File: src/hdl/tcma_div.sv
`timescale 1ns / 1ps
// tcma_div: shared restoring divider, signed sum by unsigned window length,
// one quotient bit per cycle, truncation toward zero. No dependencies.

module tcma_div #(
    parameter  int WINDOW_MAX   = 1024,
    parameter  int SAMPLE_WIDTH = 32,
    localparam int SUM_W        = SAMPLE_WIDTH + $clog2(WINDOW_MAX),
    localparam int LEN_W        = $clog2(WINDOW_MAX + 1)
) (
    input  logic                           i_clk,
    input  logic                           i_rst_n,
    input  logic                           i_start,
    input  logic signed [SUM_W-1:0]        i_dividend,
    input  logic        [LEN_W-1:0]        i_divisor,
    output logic                           o_done,
    output logic signed [SAMPLE_WIDTH-1:0] o_quotient
);

    localparam int CNT_W = $clog2(SUM_W);

    logic             r_busy;
    logic             r_done;
    logic [CNT_W-1:0] r_cnt;
    logic [LEN_W-1:0] r_rem;
    logic [SUM_W-1:0] r_quo;
    logic             r_neg;

    logic [LEN_W:0]   rem_sh;
    logic             ge;
    logic [LEN_W:0]   rem_sub;
    logic [SUM_W-1:0] quo_signed;

    // one restoring step
    assign rem_sh  = {r_rem, r_quo[SUM_W-1]};
    assign ge      = (rem_sh >= {1'b0, i_divisor});
    assign rem_sub = rem_sh - {1'b0, i_divisor};

    always_ff @(posedge i_clk) begin
        if (!i_rst_n) begin
            r_busy <= 1'b0;
            r_done <= 1'b0;
            r_cnt  <= '0;
        end else begin
            r_done <= 1'b0;
            if (i_start) begin
                r_busy <= 1'b1;
                r_cnt  <= '0;
            end else if (r_busy) begin
                r_cnt <= r_cnt + CNT_W'(1);
                if (r_cnt == CNT_W'(SUM_W - 1)) begin
                    r_busy <= 1'b0;
                    r_done <= 1'b1;
                end
            end
        end
    end

    always_ff @(posedge i_clk) begin
        if (i_start) begin
            r_neg <= i_dividend[SUM_W-1];
            r_quo <= i_dividend[SUM_W-1] ? (-i_dividend) : i_dividend;
            r_rem <= '0;
        end else if (r_busy) begin
            r_rem <= ge ? rem_sub[LEN_W-1:0] : rem_sh[LEN_W-1:0];
            r_quo <= {r_quo[SUM_W-2:0], ge};
        end
    end

    assign quo_signed = r_neg ? (-r_quo) : r_quo;
    assign o_quotient = quo_signed[SAMPLE_WIDTH-1:0];
    assign o_done     = r_done;

endmodule

File: config.mk
export PLATFORM = sky130hd
export DESIGN_NAME = tcma_div
export DESIGN_NICKNAME = d
export VERILOG_FILES = /design/src/hdl/tcma_div.sv
export SDC_FILE = /design/constraint.sdc
export NUM_CORES = 1
export LEC_CHECK = 0
export BUFFER_PORTS_ARGS = -buffer_cell sky130_fd_sc_hd__buf_4
export CAP_MARGIN = 25
export CORE_MARGIN = 3
export CORE_UTILIZATION = 40
export DETAILED_ROUTE_END_ITERATION = 8
export SLEW_MARGIN = 20
export SYNTH_ARGS = -nofsm -noshare
export SYNTH_HDL_FRONTEND = slang
export SYNTH_SLANG_ARGS = --single-unit
File: constraint.sdc
create_clock -name i_clk -period 7.45 [get_ports i_clk]
set_input_delay 0.745 -clock i_clk [delete_from_list [all_inputs] [get_ports i_clk]]
set_output_delay 0.745 -clock i_clk [all_outputs]
set_load 0.01 [all_outputs]
---- Yosys cells after proc, flatten, opt, wreduce, memory -nomap -nowiden ----
Cells that the tools add are included.
word-level totals
  flip-flop bits (word level) ............. 62
  bits of input ports ..................... 56
  word-level logic and storage cells ...... 26
cells by class
  eq/ne operators ......................... 1
  add/subtract/negate cells ............... 4
  mux-type cells .......................... 9
  reductions and logical operators ........ 3
  order comparisons ....................... 1
  bitwise logic cells ..................... 2
operators by type and width
  cell                                                            number
  42-bit 2-to-1 mux                                               3
  42-bit negator                                                  1
  32-bit 2-to-1 mux                                               1
  32-bit negator                                                  1
  12-bit by 11-bit greater-or-equal comparator with 1-bit output  1
  11-bit 2-to-1 mux                                               1
  11-bit subtractor                                               1
  6-bit by 1-bit adder with 6-bit output (second input constant)  1
  6-bit == test (second input constant)                           1
  1-bit 2-to-1 mux                                                4
  3-bit OR reduction                                              1
  1-bit NOT                                                       2
  2-bit nonzero test                                              1
  2-bit OR reduction                                              1

---- Logic depth before layout (Yosys ltp) ----
  word-level depth ........................ 4
  mapped depth ............................ 10

---- Worst setup path before layout ----
OpenSTA, ideal clock, no wires.
  path type ............................... reg2out
  start ................................... register r_quo[9]
  end ..................................... output port o_quotient[30]
  arrival ................................. 2,641 ps
  cell stages (with the launch flop) ...... 7
  slack ................................... 4,064 ps
  cell sequence ........................... edfxtp_1 -> or4_4 -> or3_4 -> or3_4 -> or4_4 -> o31ai_1 -> xnor2_1
on the way
  cells in the longest elaborated chain, start to end .. 2
ends and longest elaborated chain
  what                    line  RTL
  from (decl)             26    logic [SUM_W-1:0] r_quo;
  from (signal assigned)  62    r_quo <= i_dividend[SUM_W-1] ? (-i_dividend) : i_dividend;
  from (signal assigned)  66    r_quo <= {r_quo[SUM_W-2:0], ge};
  32-bit negator          70    assign quo_signed = r_neg ? (-r_quo) : r_quo;
  32-bit 2-to-1 mux       70
  to (decl)               17    output logic signed [SAMPLE_WIDTH-1:0] o_quotient
No other way between the ends.

---- Worst setup path in the final report ----
  start ................................... register r_quo[9]
  end ..................................... output port o_quotient[31]
Same word-level chain as after synthesis.

==> flow_summary_export.csv <==
group,metric,value,unit
timing,fin_crit_sh,0.553,
route,drt_first_pass_iters,4,
yosys,netlist_top_cells_area,"edfxtp_1, dfxtp_1, xor2_1, xnor2_1, a21oi_1",
power,irDropWorstVdd,0.0942,mV
final_layout,diodes,0,
timing,rsz0062_at_grt,"no",
clocking,cts_max_level,3,
final_layout,seq_area,0.00167,sq mm
placement,dp_hpwl,8560,microns
yosys,ys_seq_elements,62,
timing,finClkSkew,6.04,ps
critical_path,crit_path_start_kind,"register",
route,drt-wirelength-per-cell,15.3,microns
route,antenna_left,0,
clocking,cts_tree,"built",
yosys,yosysMostFrequentCell,"nor2_1",
die,row_count,38,
timing,max-slew-margin-rel,0.372,
placement,dpl.cell_count,735,
final_layout,area_delta_synth_final,23.1,%
route,vias,4120,
power,p_leak,2.19,nW
power,p_total,0.00115,W
yosys,syn_area_per_cell,8.72,sq um
final_layout,fin_nets,679,
yosys,synth_cell_types,48,
critical_path,critPathArrivalTime,3380,ps
clocking,cts_resized,0,
die,core_area,0.0111,sq mm
clocking,cts-buffers-inserted,9,
grt,gr-total-overflow,0,
grt,antenna_found_initial,0,
hold_path,hp-class,"reg -> reg",
power,p_sw,0.000338,W
clocking,clkLatencyLatePin,320,ps
critical_path,required,6700,ps
grt,track_usage,0.175,
die,dieArea,0.0129,sq mm
status,status,"finished, final reports clean",
clocking,cts-root-buf,"clkbuf_16",
yosys,netlist_area,0.00463,sq mm
critical_path,critPathLaunch,"r_quo[9]",
die,start_util,0.418,
final_layout,multi_input_area,0.00277,sq mm
placement,io_buffers,88,
power,clkPwrFrac,0.342,
yosys,ys.warnings.count,0,
clocking,cts.reportedPaths.clkPinSlew,50,ps
critical_path,cp-end-kind,"primary output",
grt,grt_pass1_vias,3846,
die,ioPinCount,89,
clocking,holdBufCountCts,0,
final_layout,final_layout_size_suffix_gt1_frac,0.199,
route,viasPerCell,5.48,
power,p_comb_frac,0.266,
yosys,synth_edf_count,43,
yosys,synth.top_cell.area_share,0.279,
timing,slew_violations,0,
final_layout,num-fill-cells,1045,
timing,max_freq,243,MHz
timing,hold_viol_final,0,
timing,layout_min_cycle_time,4120,ps
critical_path,path_class,"reg -> out",
die,die-width,114,microns
critical_path,critPathMaxFanout,5,
yosys,syn-instance-count,531,
route,drc,0,
route,wl,11500,microns
yosys,yosysSeqAreaShare,0.361,
route,drt_iter0_drc,290,
placement,gp_congestion,0.826,
power,p_int,0.000814,W
yosys,async_flop_share,0,
yosys,synthTopCellsByCount,"nor2_1, a21oi_1, edfxtp_1, xor2_1, xnor2_1",
die,dieHeight,114,microns
yosys,synth_flop_cell,"edfxtp_1",
grt,grt_max_degree,66,
yosys,synth_area_leader_cell,"edfxtp_1",
power,swShare,0.293,
final_layout,fin_cells,752,
hold_path,worstHoldStart,"r_rem[10]",
clocking,cts.sinks,62,
yosys,syn-num-nets,603,
critical_path,timing.rr.start,"r_quo[41]",
timing,setup_viol_count_final,0,
clocking,cts_setup_buffers,0,
power,seq_power_share,0.392,
power,power.density,202,mW/mm^2
grt,grt_pass1_wl,18500,microns
run,max_cap_viol_count,0,
clocking,cts_max_path_buffers,2,
timing,fin_setup_tns,0,ps
timing,worst_pin_slew,940,ps
[layer usage]
metal,part of all wire,track usage
met5,0,0
met4,0.017,0.0625
met3,0.049,0.0297
met2,0.47,0.286
met1,0.46,0.234
[power groups by stage]
stage | logic (W) | clock network [W] | registers [W]
after floorplan | 0.000196 | 0 | 0.000442
after global placement | 0.000301 | 0 | 0.000456
after detailed placement | 0.000305 | 0 | 0.000458
after CTS | 0.000307 | 0.000403 | 0.000452
after global routing | 0.000342 | 0.000415 | 0.000457
final | 0.000307 | 0.000394 | 0.000452
[worst max-delay path, cell delays in order (launching register included)]
cell,delay [ps]
edfxtp_1,440
or4_4,570
or3_4,350
or3_4,420
or4_4,440
o41ai_1,500
xnor2_1,180
buf_4,140
[final timing paths]
path                    endpoint  slack [ps]  cells after the start
setup / recovery  o_quotient[31]        3330                      7
hold / removal         r_rem[10]         500                      2
setup reg to reg        r_rem[1]        4880                     10
hold reg to reg        r_rem[10]         500                      2
[state kept, by name, summed over array words and instances, names as in the netlist]
register  count
r_busy        1
o_done        1
r_rem        11
r_quo        42
r_neg         1
r_cnt         6
[cell families (layout without fill, tap and decap cells)]
| logic type | count (synthesis) | in the layout | share of synthesized area |
|---|---|---|---|
| adders and majority gates | 16 | 16 | 0.0449 |
| DFF | 62 | 62 | 0.361 |
| muxes | 3 | 3 | 0.00675 |
| and+or+nand+nor | 170 | 170 | 0.188 |
| AOI/OAI and AO/OA | 152 | 152 | 0.210 |
| xor gates and xnor gates | 78 | 78 | 0.148 |
| buffers and inverters | 50 | 131 | 0.0413 |
[through the flow]
stage	worst slack (ps)	instance area (sq um)	hold WS, ps	utilization
final	3330	5700	500	0.515
after global routing	3200	5700	525	0.515
after CTS	3360	5670	503	0.512
after detailed placement	3710	5390	494	0.486
after global placement	3720	5390	478	0.486
after floorplan	4060	4630	458	-
[cell usage in the layout, fill, tap and decap left out, types with 2 or more instances in the layout]
| cell | instances |
|---|---|
| inv_1 | 23 |
| or3_4 | 4 |
| or3_1 | 9 |
| a211oi_1 | 5 |
| a311oi_1 | 9 |
| edfxtp_1 | 43 |
| a21o_1 | 4 |
| nor2_1 | 64 |
| or4_1 | 8 |
| ha_1 | 15 |
| nor3_1 | 6 |
| buf_4 | 91 |
| clkinv_2 | 2 |
| o311ai_0 | 3 |
| mux2i_1 | 2 |
| nand2_1 | 27 |
| nand2b_1 | 3 |
| o31ai_1 | 23 |
| nor4_1 | 5 |
| clkbuf_16 | 9 |
| o31a_1 | 2 |
| nor3b_1 | 3 |
| or4_4 | 3 |
| o21a_1 | 2 |
| xor2_1 | 43 |
| xnor2_1 | 35 |
| nor2b_1 | 5 |
| dfxtp_1 | 19 |
| or2_2 | 4 |
| o21ai_0 | 33 |
| a21oi_1 | 52 |
| nand3b_1 | 4 |
| o2111ai_1 | 2 |
| o41ai_1 | 10 |
| nand3_1 | 14 |
| nand4_1 | 7 |
| clkbuf_8 | 3 |
[area by class of cell]
cell class                      instances  area share
Inverter                               23      0.0151
Multi-Input combinational cell        419       0.486
Clock inverter                          3     0.00285
Sequential cell                        62       0.293
Tap cell                              140      0.0307
Clock buffer                           13      0.0474
Timing Repair Buffer                   92       0.125
Power figures use the tool's default switching activity.
